`src/rtl/tsuq_pkg.sv`:
```
// Shared types and constants for the time-sorted unload queue.
// No dependencies; every other file of the block refers to this package.
`default_nettype none

package tsuq_pkg;

  localparam int DefaultDepth = 32;
  localparam int PosW = 8;
  localparam int TimeW = 32;
  localparam int CountW = 6;

  localparam logic [PosW-1:0] EmptyPosition = 8'hFF;

  // Operation codes of a request word. Code 3 has no meaning and is a no-op.
  typedef enum logic [1:0] {
    OP_INSERT = 2'd0,
    OP_POP = 2'd1,
    OP_CLEAR = 2'd2
  } op_t;

  // One stored queue entry.
  typedef struct packed {
    logic [PosW-1:0] position;
    logic signed [TimeW-1:0] due_time;
  } entry_t;

  // Response word handed from the sequencer to the output register.
  typedef struct packed {
    logic head_valid;
    logic [PosW-1:0] head_position;
    logic signed [TimeW-1:0] head_time;
    logic [CountW-1:0] entry_count;
    logic rejected;
  } result_t;

  typedef enum logic [2:0] {
    ST_IDLE,
    ST_INS_CMP,
    ST_INS_PUT,
    ST_POP_SHIFT,
    ST_HEAD_RD,
    ST_HEAD_WAIT,
    ST_RESULT
  } state_t;

endpackage

`default_nettype wire

```
`src/rtl/tsuq_if.sv`:
```
// Valid/ready channel interfaces for the request and response words.
// Depends on tsuq_pkg for the field widths.
`default_nettype none

interface tsuq_req_if;
  logic valid;
  logic ready;
  logic [1:0] operation;
  logic [tsuq_pkg::PosW-1:0] position_number;
  logic signed [tsuq_pkg::TimeW-1:0] due_time;

  modport source(output valid, operation, position_number, due_time, input ready);
  modport sink(input valid, operation, position_number, due_time, output ready);
endinterface

interface tsuq_rsp_if;
  logic valid;
  logic ready;
  logic head_valid;
  logic [tsuq_pkg::PosW-1:0] head_position;
  logic signed [tsuq_pkg::TimeW-1:0] head_time;
  logic [tsuq_pkg::CountW-1:0] entry_count;
  logic rejected;

  modport source(output valid, head_valid, head_position, head_time, entry_count, rejected,
                 input ready);
  modport sink(input valid, head_valid, head_position, head_time, entry_count, rejected,
               output ready);
endinterface

`default_nettype wire

```
`src/rtl/tsuq_ram.sv`:
```
// Slot memory of the queue: one write port and one registered read port.
// Depends on tsuq_pkg for the entry type.
`default_nettype none

module tsuq_ram #(
  parameter int Depth = tsuq_pkg::DefaultDepth,
  localparam int AddrW = $clog2(Depth)
) (
  input  wire logic clk,
  input  wire logic rd_en,
  input  wire logic [AddrW-1:0] rd_addr,
  output tsuq_pkg::entry_t rd_data,
  input  wire logic wr_en,
  input  wire logic [AddrW-1:0] wr_addr,
  input  wire tsuq_pkg::entry_t wr_data
);

  tsuq_pkg::entry_t mem [Depth];

  always_ff @(posedge clk) begin
    if (wr_en) begin
      mem[wr_addr] <= wr_data;
    end
    if (rd_en) begin
      rd_data <= mem[rd_addr];
    end
  end

endmodule

`default_nettype wire

```
`src/rtl/tsuq_seq.sv`:
```
// Sequencer of the queue: walks the slot memory one entry per cycle through
// a single signed time comparator. Depends on tsuq_pkg.
`default_nettype none

module tsuq_seq #(
  parameter int Depth = tsuq_pkg::DefaultDepth,
  localparam int AddrW = $clog2(Depth),
  localparam int CntW = $clog2(Depth + 1)
) (
  input  wire logic clk,
  input  wire logic rst,
  input  wire logic start,
  input  wire tsuq_pkg::op_t operation,
  input  wire logic [tsuq_pkg::PosW-1:0] position_number,
  input  wire logic signed [tsuq_pkg::TimeW-1:0] due_time,
  output logic idle,
  output logic res_valid,
  output tsuq_pkg::result_t res,
  input  wire logic res_take,
  output logic rd_en,
  output logic [AddrW-1:0] rd_addr,
  input  wire tsuq_pkg::entry_t rd_data,
  output logic wr_en,
  output logic [AddrW-1:0] wr_addr,
  output tsuq_pkg::entry_t wr_data
);

  tsuq_pkg::state_t state;
  tsuq_pkg::state_t state_next;
  logic [CntW-1:0] count;
  logic [AddrW-1:0] idx;
  tsuq_pkg::entry_t new_entry;
  logic rejected;

  logic empty;
  logic full;
  logic single;
  logic later;
  logic at_bottom;
  logic pop_last;
  logic [CntW-1:0] idx_w;
  logic [CntW+tsuq_pkg::CountW-1:0] cnt_ext;
  tsuq_pkg::entry_t in_entry;

  assign empty = (count == '0);
  assign full = (count == CntW'(Depth));
  assign single = (count == CntW'(1));
  assign idx_w = CntW'(idx);
  // The one comparator: is the stored entry due strictly later than the new one?
  assign later = ($signed(rd_data.due_time) > $signed(new_entry.due_time));
  assign at_bottom = (idx == AddrW'(1));
  assign pop_last = ((idx_w + CntW'(2)) == count);
  assign in_entry = '{position: position_number, due_time: due_time};

  always_comb begin
    state_next = state;
    case (state)
      tsuq_pkg::ST_IDLE: begin
        if (start) begin
          case (operation)
            tsuq_pkg::OP_INSERT: begin
              state_next = (full || empty) ? tsuq_pkg::ST_HEAD_RD : tsuq_pkg::ST_INS_CMP;
            end
            tsuq_pkg::OP_POP: begin
              state_next = (empty || single) ? tsuq_pkg::ST_HEAD_RD : tsuq_pkg::ST_POP_SHIFT;
            end
            default: begin
              state_next = tsuq_pkg::ST_HEAD_RD;
            end
          endcase
        end
      end
      tsuq_pkg::ST_INS_CMP: begin
        if (later) begin
          state_next = at_bottom ? tsuq_pkg::ST_INS_PUT : tsuq_pkg::ST_INS_CMP;
        end else begin
          state_next = tsuq_pkg::ST_HEAD_RD;
        end
      end
      tsuq_pkg::ST_INS_PUT: state_next = tsuq_pkg::ST_HEAD_RD;
      tsuq_pkg::ST_POP_SHIFT: begin
        state_next = pop_last ? tsuq_pkg::ST_HEAD_RD : tsuq_pkg::ST_POP_SHIFT;
      end
      tsuq_pkg::ST_HEAD_RD: state_next = tsuq_pkg::ST_HEAD_WAIT;
      tsuq_pkg::ST_HEAD_WAIT: state_next = tsuq_pkg::ST_RESULT;
      tsuq_pkg::ST_RESULT: begin
        if (res_take) begin
          state_next = tsuq_pkg::ST_IDLE;
        end
      end
      default: state_next = tsuq_pkg::ST_IDLE;
    endcase
  end

  // Memory port control. Reads run one entry ahead of the write they feed.
  always_comb begin
    rd_en = 1'b0;
    rd_addr = '0;
    wr_en = 1'b0;
    wr_addr = '0;
    wr_data = new_entry;
    case (state)
      tsuq_pkg::ST_IDLE: begin
        if (start && operation == tsuq_pkg::OP_INSERT && !full) begin
          if (empty) begin
            wr_en = 1'b1;
            wr_data = in_entry;
          end else begin
            rd_en = 1'b1;
            rd_addr = AddrW'(count - CntW'(1));
          end
        end else if (start && operation == tsuq_pkg::OP_POP && !empty && !single) begin
          rd_en = 1'b1;
          rd_addr = AddrW'(1);
        end
      end
      tsuq_pkg::ST_INS_CMP: begin
        wr_en = 1'b1;
        wr_addr = idx;
        if (later) begin
          wr_data = rd_data;
          if (!at_bottom) begin
            rd_en = 1'b1;
            rd_addr = idx - AddrW'(2);
          end
        end
      end
      tsuq_pkg::ST_INS_PUT: begin
        wr_en = 1'b1;
        wr_addr = idx;
      end
      tsuq_pkg::ST_POP_SHIFT: begin
        wr_en = 1'b1;
        wr_addr = idx;
        wr_data = rd_data;
        if (!pop_last) begin
          rd_en = 1'b1;
          rd_addr = AddrW'(idx_w + CntW'(2));
        end
      end
      tsuq_pkg::ST_HEAD_RD: begin
        rd_en = 1'b1;
      end
      default: begin
      end
    endcase
  end

  always_ff @(posedge clk) begin
    if (rst) begin
      state <= tsuq_pkg::ST_IDLE;
      count <= '0;
      rejected <= 1'b0;
    end else begin
      state <= state_next;
      case (state)
        tsuq_pkg::ST_IDLE: begin
          if (start) begin
            new_entry <= in_entry;
            rejected <= 1'b0;
            case (operation)
              tsuq_pkg::OP_INSERT: begin
                if (full) begin
                  rejected <= 1'b1;
                end else if (empty) begin
                  count <= count + CntW'(1);
                end else begin
                  idx <= AddrW'(count);
                end
              end
              tsuq_pkg::OP_POP: begin
                if (empty) begin
                  rejected <= 1'b1;
                end else if (single) begin
                  count <= '0;
                end else begin
                  idx <= '0;
                end
              end
              tsuq_pkg::OP_CLEAR: count <= '0;
              default: begin
              end
            endcase
          end
        end
        tsuq_pkg::ST_INS_CMP: begin
          if (later) begin
            idx <= idx - AddrW'(1);
          end else begin
            count <= count + CntW'(1);
          end
        end
        tsuq_pkg::ST_INS_PUT: count <= count + CntW'(1);
        tsuq_pkg::ST_POP_SHIFT: begin
          if (pop_last) begin
            count <= count - CntW'(1);
          end else begin
            idx <= idx + AddrW'(1);
          end
        end
        default: begin
        end
      endcase
    end
  end

  assign cnt_ext = {{tsuq_pkg::CountW{1'b0}}, count};

  always_comb begin
    res.head_valid = !empty;
    res.head_position = empty ? tsuq_pkg::EmptyPosition : rd_data.position;
    res.head_time = empty ? '0 : rd_data.due_time;
    res.entry_count = cnt_ext[tsuq_pkg::CountW-1:0];
    res.rejected = rejected;
  end

  assign idle = (state == tsuq_pkg::ST_IDLE);
  assign res_valid = (state == tsuq_pkg::ST_RESULT);

endmodule

`default_nettype wire

```
`src/rtl/time_sorted_unload_queue.sv`:
```
// Time-sorted unload queue: up to DEPTH entries kept in ascending due-time order.
// An insert into a queue that is neither empty nor full walks back from the tail, moving
// each later entry back one slot; a pop moves every entry after the head forward one slot;
// an insert into an empty queue, a refused word, clear and no-op go straight to the head read.
// Throughput is one word at a time, bounded by the single memory walk.
// Reset (synchronous, active high) empties the queue; the slot memory is not cleared.
`default_nettype none

module time_sorted_unload_queue #(
  parameter int DEPTH = tsuq_pkg::DefaultDepth
) (
  input wire logic clk,
  input wire logic rst,
  tsuq_req_if.sink req,
  tsuq_rsp_if.source rsp
);

  localparam int AddrW = $clog2(DEPTH);

  // The queue lives in a single-port-read, single-port-write slot memory.
  // Entries at and beyond the fill count never reach a response, so neither reset nor
  // clear has to sweep the memory: the count alone marks what is held.
  logic rd_en;
  logic [AddrW-1:0] rd_addr;
  tsuq_pkg::entry_t rd_data;
  logic wr_en;
  logic [AddrW-1:0] wr_addr;
  tsuq_pkg::entry_t wr_data;

  logic seq_idle;
  logic start;
  logic res_valid;
  logic res_take;
  tsuq_pkg::result_t res;

  // Output register: it holds a finished response so the sequencer can go back
  // to idle and take the next request word while the response waits.
  logic out_valid;
  tsuq_pkg::result_t out_data;

  assign req.ready = seq_idle;
  assign start = req.valid && seq_idle;
  assign res_take = res_valid && (!out_valid || rsp.ready);

  tsuq_ram #(
    .Depth(DEPTH)
  ) u_ram (
    .clk(clk),
    .rd_en(rd_en),
    .rd_addr(rd_addr),
    .rd_data(rd_data),
    .wr_en(wr_en),
    .wr_addr(wr_addr),
    .wr_data(wr_data)
  );

  // The sequencer finds the insert point by walking from the tail toward the
  // head, moving each later entry back by one slot as it goes, so the search
  // and the shift share one pass and one comparator. A pop walks the other way.
  tsuq_seq #(
    .Depth(DEPTH)
  ) u_seq (
    .clk(clk),
    .rst(rst),
    .start(start),
    .operation(tsuq_pkg::op_t'(req.operation)),
    .position_number(req.position_number),
    .due_time(req.due_time),
    .idle(seq_idle),
    .res_valid(res_valid),
    .res(res),
    .res_take(res_take),
    .rd_en(rd_en),
    .rd_addr(rd_addr),
    .rd_data(rd_data),
    .wr_en(wr_en),
    .wr_addr(wr_addr),
    .wr_data(wr_data)
  );

  always_ff @(posedge clk) begin
    if (rst) begin
      out_valid <= 1'b0;
    end else if (res_take) begin
      out_valid <= 1'b1;
    end else if (rsp.ready) begin
      out_valid <= 1'b0;
    end
  end

  always_ff @(posedge clk) begin
    if (res_take) begin
      out_data <= res;
    end
  end

  assign rsp.valid = out_valid;
  assign rsp.head_valid = out_data.head_valid;
  assign rsp.head_position = out_data.head_position;
  assign rsp.head_time = out_data.head_time;
  assign rsp.entry_count = out_data.entry_count;
  assign rsp.rejected = out_data.rejected;

endmodule

`default_nettype wire

```
`src/flat_wrapper.sv`:
```
// flat-port wrapper written by rule: the top's interface ports become plain ports
module time_sorted_unload_queue_flat 
#(
  parameter int DEPTH = tsuq_pkg::DefaultDepth
)
  (clk, rst, req_valid, req_operation, req_position_number, req_due_time, req_ready, rsp_valid, rsp_head_valid, rsp_head_position, rsp_head_time, rsp_entry_count, rsp_rejected, rsp_ready);
  tsuq_req_if req_i ();
  tsuq_rsp_if rsp_i ();
  input wire logic clk;
  input wire logic rst;
  input wire logic [$bits(req_i.valid)-1:0] req_valid;
  input wire logic [$bits(req_i.operation)-1:0] req_operation;
  input wire logic [$bits(req_i.position_number)-1:0] req_position_number;
  input wire logic [$bits(req_i.due_time)-1:0] req_due_time;
  output wire logic [$bits(req_i.ready)-1:0] req_ready;
  output wire logic [$bits(rsp_i.valid)-1:0] rsp_valid;
  output wire logic [$bits(rsp_i.head_valid)-1:0] rsp_head_valid;
  output wire logic [$bits(rsp_i.head_position)-1:0] rsp_head_position;
  output wire logic [$bits(rsp_i.head_time)-1:0] rsp_head_time;
  output wire logic [$bits(rsp_i.entry_count)-1:0] rsp_entry_count;
  output wire logic [$bits(rsp_i.rejected)-1:0] rsp_rejected;
  input wire logic [$bits(rsp_i.ready)-1:0] rsp_ready;
  assign req_i.valid = req_valid;
  assign req_i.operation = req_operation;
  assign req_i.position_number = req_position_number;
  assign req_i.due_time = req_due_time;
  assign req_ready = req_i.ready;
  assign rsp_valid = rsp_i.valid;
  assign rsp_head_valid = rsp_i.head_valid;
  assign rsp_head_position = rsp_i.head_position;
  assign rsp_head_time = rsp_i.head_time;
  assign rsp_entry_count = rsp_i.entry_count;
  assign rsp_rejected = rsp_i.rejected;
  assign rsp_i.ready = rsp_ready;
  time_sorted_unload_queue #(.DEPTH(DEPTH)) u_core (.clk(clk), .rst(rst), .req(req_i), .rsp(rsp_i));
endmodule
```
`config.mk`:
```
export PLATFORM = sky130hd
export DESIGN_NAME = time_sorted_unload_queue_flat
export DESIGN_NICKNAME = d
export VERILOG_FILES = /design/src/rtl/tsuq_pkg.sv /design/src/rtl/tsuq_if.sv /design/src/rtl/tsuq_ram.sv /design/src/rtl/tsuq_seq.sv /design/src/rtl/time_sorted_unload_queue.sv /design/src/flat_wrapper.sv
export SDC_FILE = /design/constraint.sdc
export NUM_CORES = 2
export LEC_CHECK = 0
export BUFFER_PORTS_ARGS = -buffer_cell sky130_fd_sc_hd__buf_2
export CAP_MARGIN = 10
export CORE_MARGIN = 2
export CORE_UTILIZATION = 55
export CTS_CLUSTER_DIAMETER = 60
export DETAILED_ROUTE_END_ITERATION = 8
export HOLD_SLACK_MARGIN = 0.08
export PLACE_DENSITY = 0.75
export SLEW_MARGIN = 10
export SYNTH_ARGS = -nofsm -noshare
export SYNTH_HDL_FRONTEND = slang
export SYNTH_SLANG_ARGS = --single-unit
```
`constraint.sdc`:
```
create_clock -name clk -period 4.5 [get_ports clk]
set_input_delay 0.9 -clock clk [delete_from_list [all_inputs] [get_ports clk]]
set_output_delay 0.9 -clock clk [all_outputs]
set_load 0.02 [all_outputs]
```
# Word level (Yosys, flattened, before mapping)

Memories as Yosys holds them, arrays and structs flattened. A register that Yosys moved wholly into a read port is not among the register bits.
Index checks and enable logic that the tools add are counted.

Bits in registers: 104
Latch bits: 0
Memory bits (writable): 1280
Bits in read-only memories: 0
Input port bits: 46
Output and inout port bits: 50
Logic and storage cells: 128
Memories: 1

Memory list:

| name             | words | width | rd ports | clocked after Yosys merged registers in | wr ports | RTL line       | RTL |
|---|---|---|---|---|---|---|---|
| u_core.u_ram.mem | 32    | 40    | 1        | 1                                       | 1        | tsuq_ram.sv:18 | `tsuq_pkg::entry_t mem [Depth];` |

$add $sub $neg: 6
Multipliers: 0
Div/mod/pow operators: 0
Order comparisons: 1
Eq/ne operators: 26
Shift-type cells: 0
Multiplexer cells: 55
Bitwise gates (word level): 1
Reductions and logical operators: 26

Operator list:

| operator                                                               | count |
|---|---|
| 40-bit 2-to-1 mux                                                      | 3 |
| 40-bit one-hot mux with 3 select lines                                 | 1 |
| 5-bit 2-to-1 mux                                                       | 13 |
| 6-bit 2-to-1 mux                                                       | 7 |
| 32-bit greater-than comparator                                         | 1 |
| 5-bit one-hot mux with 3 select lines                                  | 2 |
| 6-bit one-hot mux with 4 select lines                                  | 1 |
| 3-bit != test (second input constant)                                  | 7 |
| 3-bit one-hot mux with 7 select lines                                  | 1 |
| 3-bit 2-to-1 mux                                                       | 6 |
| 6-bit one-hot mux with 3 select lines                                  | 1 |
| 1-bit 2-to-1 mux                                                       | 14 |
| 2-bit != test (second input constant)                                  | 6 |
| 5-bit one-hot mux with 2 select lines                                  | 1 |
| 10-bit AND reduction                                                   | 1 |
| 3-bit equality test (second input constant)                            | 3 |
| 9-bit AND reduction                                                    | 1 |
| 1-bit logical AND                                                      | 7 |
| 5-bit by 2-bit adder with 6-bit output (second input constant)         | 1 |
| 6-bit by 1-bit adder with 6-bit output (second input constant)         | 1 |
| 3-bit by 2-bit equality test with 1-bit output (second input constant) | 2 |
| 6-bit by 1-bit equality test with 1-bit output (second input constant) | 1 |
| 6-bit equality test                                                    | 1 |
| 6-bit equality test (second input constant)                            | 1 |
| other kinds (25)                                                       | 32 |

# Depth between registers and ports, before layout

Depth in word-level cells: 8
Mapped depth: 17
Gate-level depth less buffers: 12

# Cells and area by module

Synthesis repeated with hierarchy kept, for this count alone.

Cells, all modules: 3413
Area total of the unflattened synthesis: 57396.3 µm²

By module, submodules not included:

| module                   | times used | cells each | area each (µm²) |
|---|---|---|---|
| tsuq_ram                 | 1          | 2813       | 50965.1 |
| tsuq_seq                 | 1          | 546        | 4928.5 |
| time_sorted_unload_queue | 1          | 54         | 1502.7 |

# Worst setup path after synthesis

No wires, ideal clock.

Path kind: flip-flop to flip-flop
Start point: register u_core.u_seq.count[0]
End point: register u_core.u_ram.rd_data[0] (netlist name)
Setup time: 0.493 ns
Data arrival time: 4.404 ns
Data required time: 4.007 ns
Slack: -0.397 ns
Cell stages (with the launch flop): 12
Buffers on the path: 2
Period minus slack after synthesis: 4.897 ns
Cell sequence: dfxtp_1 -> clkbuf_1 -> inv_1 -> ha_1 -> or4b_1 -> buf_2 -> o21ai_0 -> nand2_1 -> nand2_1 -> nand2_1 -> a21oi_1 -> o21ai_0

Longest elaborated chain between the ends: 7
Elaborated cells between the ends (all ways): 21
Classes of those cells: add/sub (1); eq/ne (3); mux (10); reduce/logical (7)

RTL lines:

| what                                    | RTL line                       | RTL |
|---|---|---|
| start: declaration                      | tsuq_seq.sv:30                 | `logic [CntW-1:0] count;` |
| start signal: assignment                | tsuq_seq.sv:166                | `count <= count + CntW'(1);` |
| start signal: assignment                | tsuq_seq.sv:190                | `count <= count + CntW'(1);` |
| start signal: assignment                | tsuq_seq.sv:193                | `tsuq_pkg::ST_INS_PUT: count <= count + CntW'(1);` |
| 6-bit logical NOT                       | tsuq_seq.sv:45                 | `assign empty = (count == '0);` |
| 1-bit logical NOT                       | tsuq_seq.sv:112                | `end else if (start && operation == tsuq_pkg::OP_POP && !empty && !single) begin` |
| 1-bit logical AND (2 in series)         | tsuq_seq.sv:112                |  |
| 1-bit 2-to-1 mux                        | tsuq_seq.sv:112                |  |
| 1-bit 2-to-1 mux                        | tsuq_seq.sv:104                | `if (start && operation == tsuq_pkg::OP_INSERT && !full) begin` |
| 1-bit one-hot mux with 4 select lines * | tsuq_seq.sv:102                | `case (state)` |
| via u_core.rd_en                        | time_sorted_unload_queue.sv:23 | `logic rd_en;` |

Mark *: on every way through the listed nets, which the timed path passes. The rest lies on a longest branch.
A chain may end at the register's enable or synchronous reset.

# Final worst setup path

Start point: register u_core.u_ram.rd_data[14] (netlist name)
End point: register u_core.u_ram.rd_data[15] (netlist name)

Longest elaborated chain between the ends: 3
Elaborated cells between the ends (all ways): 5
Classes of those cells: order compare (1); mux (4)

RTL lines:

| what                                                                                                  | RTL line        | RTL |
|---|---|---|
| 32-bit greater-than comparator *                                                                      | tsuq_seq.sv:50  | `assign later = ($signed(rd_data.due_time) > $signed(new_entry.due_time));` |
| 1-bit 2-to-1 mux / 5-bit 2-to-1 mux (equally long branches)                                           | tsuq_seq.sv:120 | `if (later) begin` |
| 1-bit one-hot mux with 4 select lines / 5-bit one-hot mux with 3 select lines (equally long branches) | tsuq_seq.sv:102 |  |

Every way passes the cells marked *; elsewhere a longest branch is shown, timed or not.

==> qor.yml <==
run_status:
  status: "complete, but fails checks"
  violations: "design-rule violations"
clock_tree:
  ctsHoldBuffers: 0
  numCtsBuffers: 142
  clock_latency_ns: 0.77
  clk_path_buf_depth: 3
  cts_tree: "built"
  clk_pin_slew_ns: 0.06
  cts_num_sinks: 1424
  htreeDepth: 4
  cts-root-buf: "clkbuf_16"
floorplanning:
  die_w_um: 328
  ioPinCount: 96
  fp.dieH_um: 328
  row_count: 118
  coreArea_mm2: 0.104
  fp.dieArea_mm2: 0.108
  start_util: 0.557
synthesis:
  synth_most_common_cell: "edfxtp_1"
  synth_area_mm2: 0.0579
  synth_cell_types: 73
  synth_cells: 3844
  syn_nets: 3935
  synth-seq-area-share: 0.737
  synth.mux.area_fraction: 0.0486
  synthTopCellsByCount: "edfxtp_1, nand2_1, mux2i_1"
  synth_xor_xnor_area_share: 0.00227
  synthAdderAreaFrac: 0.00973
  yosysWarnings: 0
  synth_compound_area_frac: 0.0980
  post-synth-top-area-cell: "edfxtp_1"
  synthFlopType: "edfxtp_1"
  synth_top_family_by_area: "compound AO/OA/AOI/OAI gates"
  avgSynthCellArea_um2: 15.1
  synth-edff-count: 1413
  synth.area.top_cells: "edfxtp_1, mux2i_1, nand2_1"
  ys_async_sr_fraction: 0
  synth-simple-area-share: 0.0763
  synth_top_area_share: 0.733
  ys_ff_latch: 1424
sta:
  hold_viol: 0
  fin_crit_sh: 0.990
  tightest_slew_ns: 1.12
  setup_viol: 0
  slew_headroom: 0.256
  min_period_ns: 4.45
  skew_ns: 0.0292
  slew_violations: 0
  max_freq_mhz: 225
setup_path:
  cp.required_ns: 5.02
  path_class: "reg2reg"
  start_kind: "register"
  end_kind: "register"
  arrival_ns: 4.97
  path_max_fanout: 14
placement:
  dp_cells: 5305
  placed_area_mm2: 0.0618
  io_buffers: 95
  place_congestion: 0.925
  hpwl_mm: 96.0
layout:
  multi_input_area_mm2: 0.0140
  regArea_mm2: 0.0427
  stdcell_area_mm2: 0.0664
  layoutNonFillerInstCount: 5575
  layout.nets: 4164
  drive_above_1_share: 0.158
  fillCellCount: 7109
  area_delta_synth_final_pct: 14.8
grt:
  grt.total_usage: 0.309
  grt_pass1_vias: 35765
  grt_max_degree: 95
  antenna_found_initial: 12
  grt_overflow: 0
  grt_pass1_wl_mm: 241
routing:
  routed_wl_mm: 168
  drt_first_pass_iters: 9
  via_count: 37470
  drt_iter0_markers: 6537
  wl_per_cell_um: 30.1
  drc: 12
  ant_nets: 0
  post_drt_via_cell_ratio: 6.72
power:
  power.density_mw_per_mm2: 596
  max-vdd-ir-drop_uv: 450
  switching_share: 0.316
  seqPwrFrac: 0.452
  switchingPower_mw: 12.5
  intPower_mw: 27.0
  combPwrFrac: 0.257
  p_leak_nw: 22.6
  p_clk_frac: 0.291
worst_hold_path:
  hold_class: "in2reg"
job:
  drv_cap: 0
[final timing paths]
| path | from | slack, ns | end | cells after the start |
|---|---|---|---|---|
| worst max-delay path | u_core.u_ram.rd_data[14]$_DFFE_PP_ | 0.05 | u_core.u_ram.rd_data[15]$_DFFE_PP_ | 13 |
| worst max register to register | u_core.u_ram.rd_data[14]$_DFFE_PP_ | 0.05 | u_core.u_ram.rd_data[15]$_DFFE_PP_ | 13 |
| worst min-delay path | req_due_time[19] | 0.33 | u_core.u_seq.new_entry[19]$_DFFE_PP_ | 1 |
| worst min register to register | u_core.u_seq.rejected$_SDFFE_PP0P_ | 0.46 | u_core.rsp.rejected$_DFFE_PP_ | 0 |
[per-stage QoR]
stage          hold slack, ns  setup TNS (ns)  worst slack, ns  power, mW   util
2_1_floorplan           0.403           -2.81          -0.0176       23.6      -
3_3_place_gp            0.422           -2.53          -0.0804       27.7  0.595
3_5_place_dp            0.414           -2.67          -0.0840       27.9  0.595
4_1_cts                 0.308               0           0.0272       39.3  0.638
5_1_grt                 0.324         -0.0176          -0.0176       40.6  0.639
6_report                0.331               0           0.0460       39.6  0.639
[cell usage in the layout, fill, tap and decap left out, drive strengths merged, types with 77 or more instances in the layout]
cell type / count
a211oi: 127
and3: 122
inv: 94
mux2i: 258
clkbuf: 182
buf: 351
nor2: 77
nand3: 80
a21oi: 153
nand2: 512
edfxtp: 1413
[cell families after synthesis]
group                      after synthesis
DFF                                   1424
and+or+nand+nor                        958
AOI/OAI and AO/OA                      771
buffers and inverters                  354
muxes                                  277
adders and majority gates               45
xor gates and xnor gates                15
[timing repair]
item	in CTS	in global routing
gates cloned	0	0
pin swaps	2	2
hold endpoints to repair	0	0
setup buffers	1	3
setup endpoints to repair	38	368
resized for setup	1	8
[per-layer routing]
metal	GRT usage	wire [µm]	up-vias
li1	-	-	15519
met1	0.420	60000	18496
met2	0.467	75600	2937
met3	0.0801	23300	512
met4	0.153	8900	6
met5	0	74	-
[final cells by class]
type | count | area share
Clock buffer | 181 | 0.0576
Timing Repair Buffer | 352 | 0.0483
Multi-Input combinational cell | 2066 | 0.210
Antenna cell | 7 | 0.000264
Inverter | 87 | 0.00496
Tap cell | 1380 | 0.0260
Clock inverter | 78 | 0.0102
Sequential cell | 1424 | 0.642
[flip-flops by register name (all words and copies together), names as in the netlist]
name                      cells
u_core.u_seq.idx              5
u_core.rsp.head_position      8
u_core.rsp.head_valid         1
u_core.rsp.head_time         32
u_core.rsp.rejected           1
u_core.u_ram.rd_data         40
u_core.rsp.valid              1
u_core.u_ram.mem           1280
u_core.u_seq.rejected         1
u_core.u_seq.count            6
u_core.u_seq.state            3
u_core.rsp.entry_count        6
u_core.u_seq.new_entry       40
[critical path: stages, from the launching register on]
cell      delay (ns)
edfxtp_1        0.45
ha_1            0.35
a21oi_1         0.16
nand2_1         0.07
a21o_1          0.23
o41a_4          0.56
o31ai_4         0.46
buf_4           0.26
o31a_2          0.43
nand2_1         0.21
buf_4           0.28
o221ai_1        0.40
o22ai_1         0.17
buf_4           0.16
[power by group through the flow]
stage / combinational [mW] / clock [mW] / sequential [mW]
CTS: 9.89 / 11.5 / 17.8
finish: 10.2 / 11.5 / 17.9
floorplan: 5.65 / 0 / 18.0
global placement: 9.60 / 0 / 18.1
detailed placement: 9.82 / 0 / 18.1
global route: 10.7 / 12.0 / 17.9
Power figures use the tool's default switching activity.
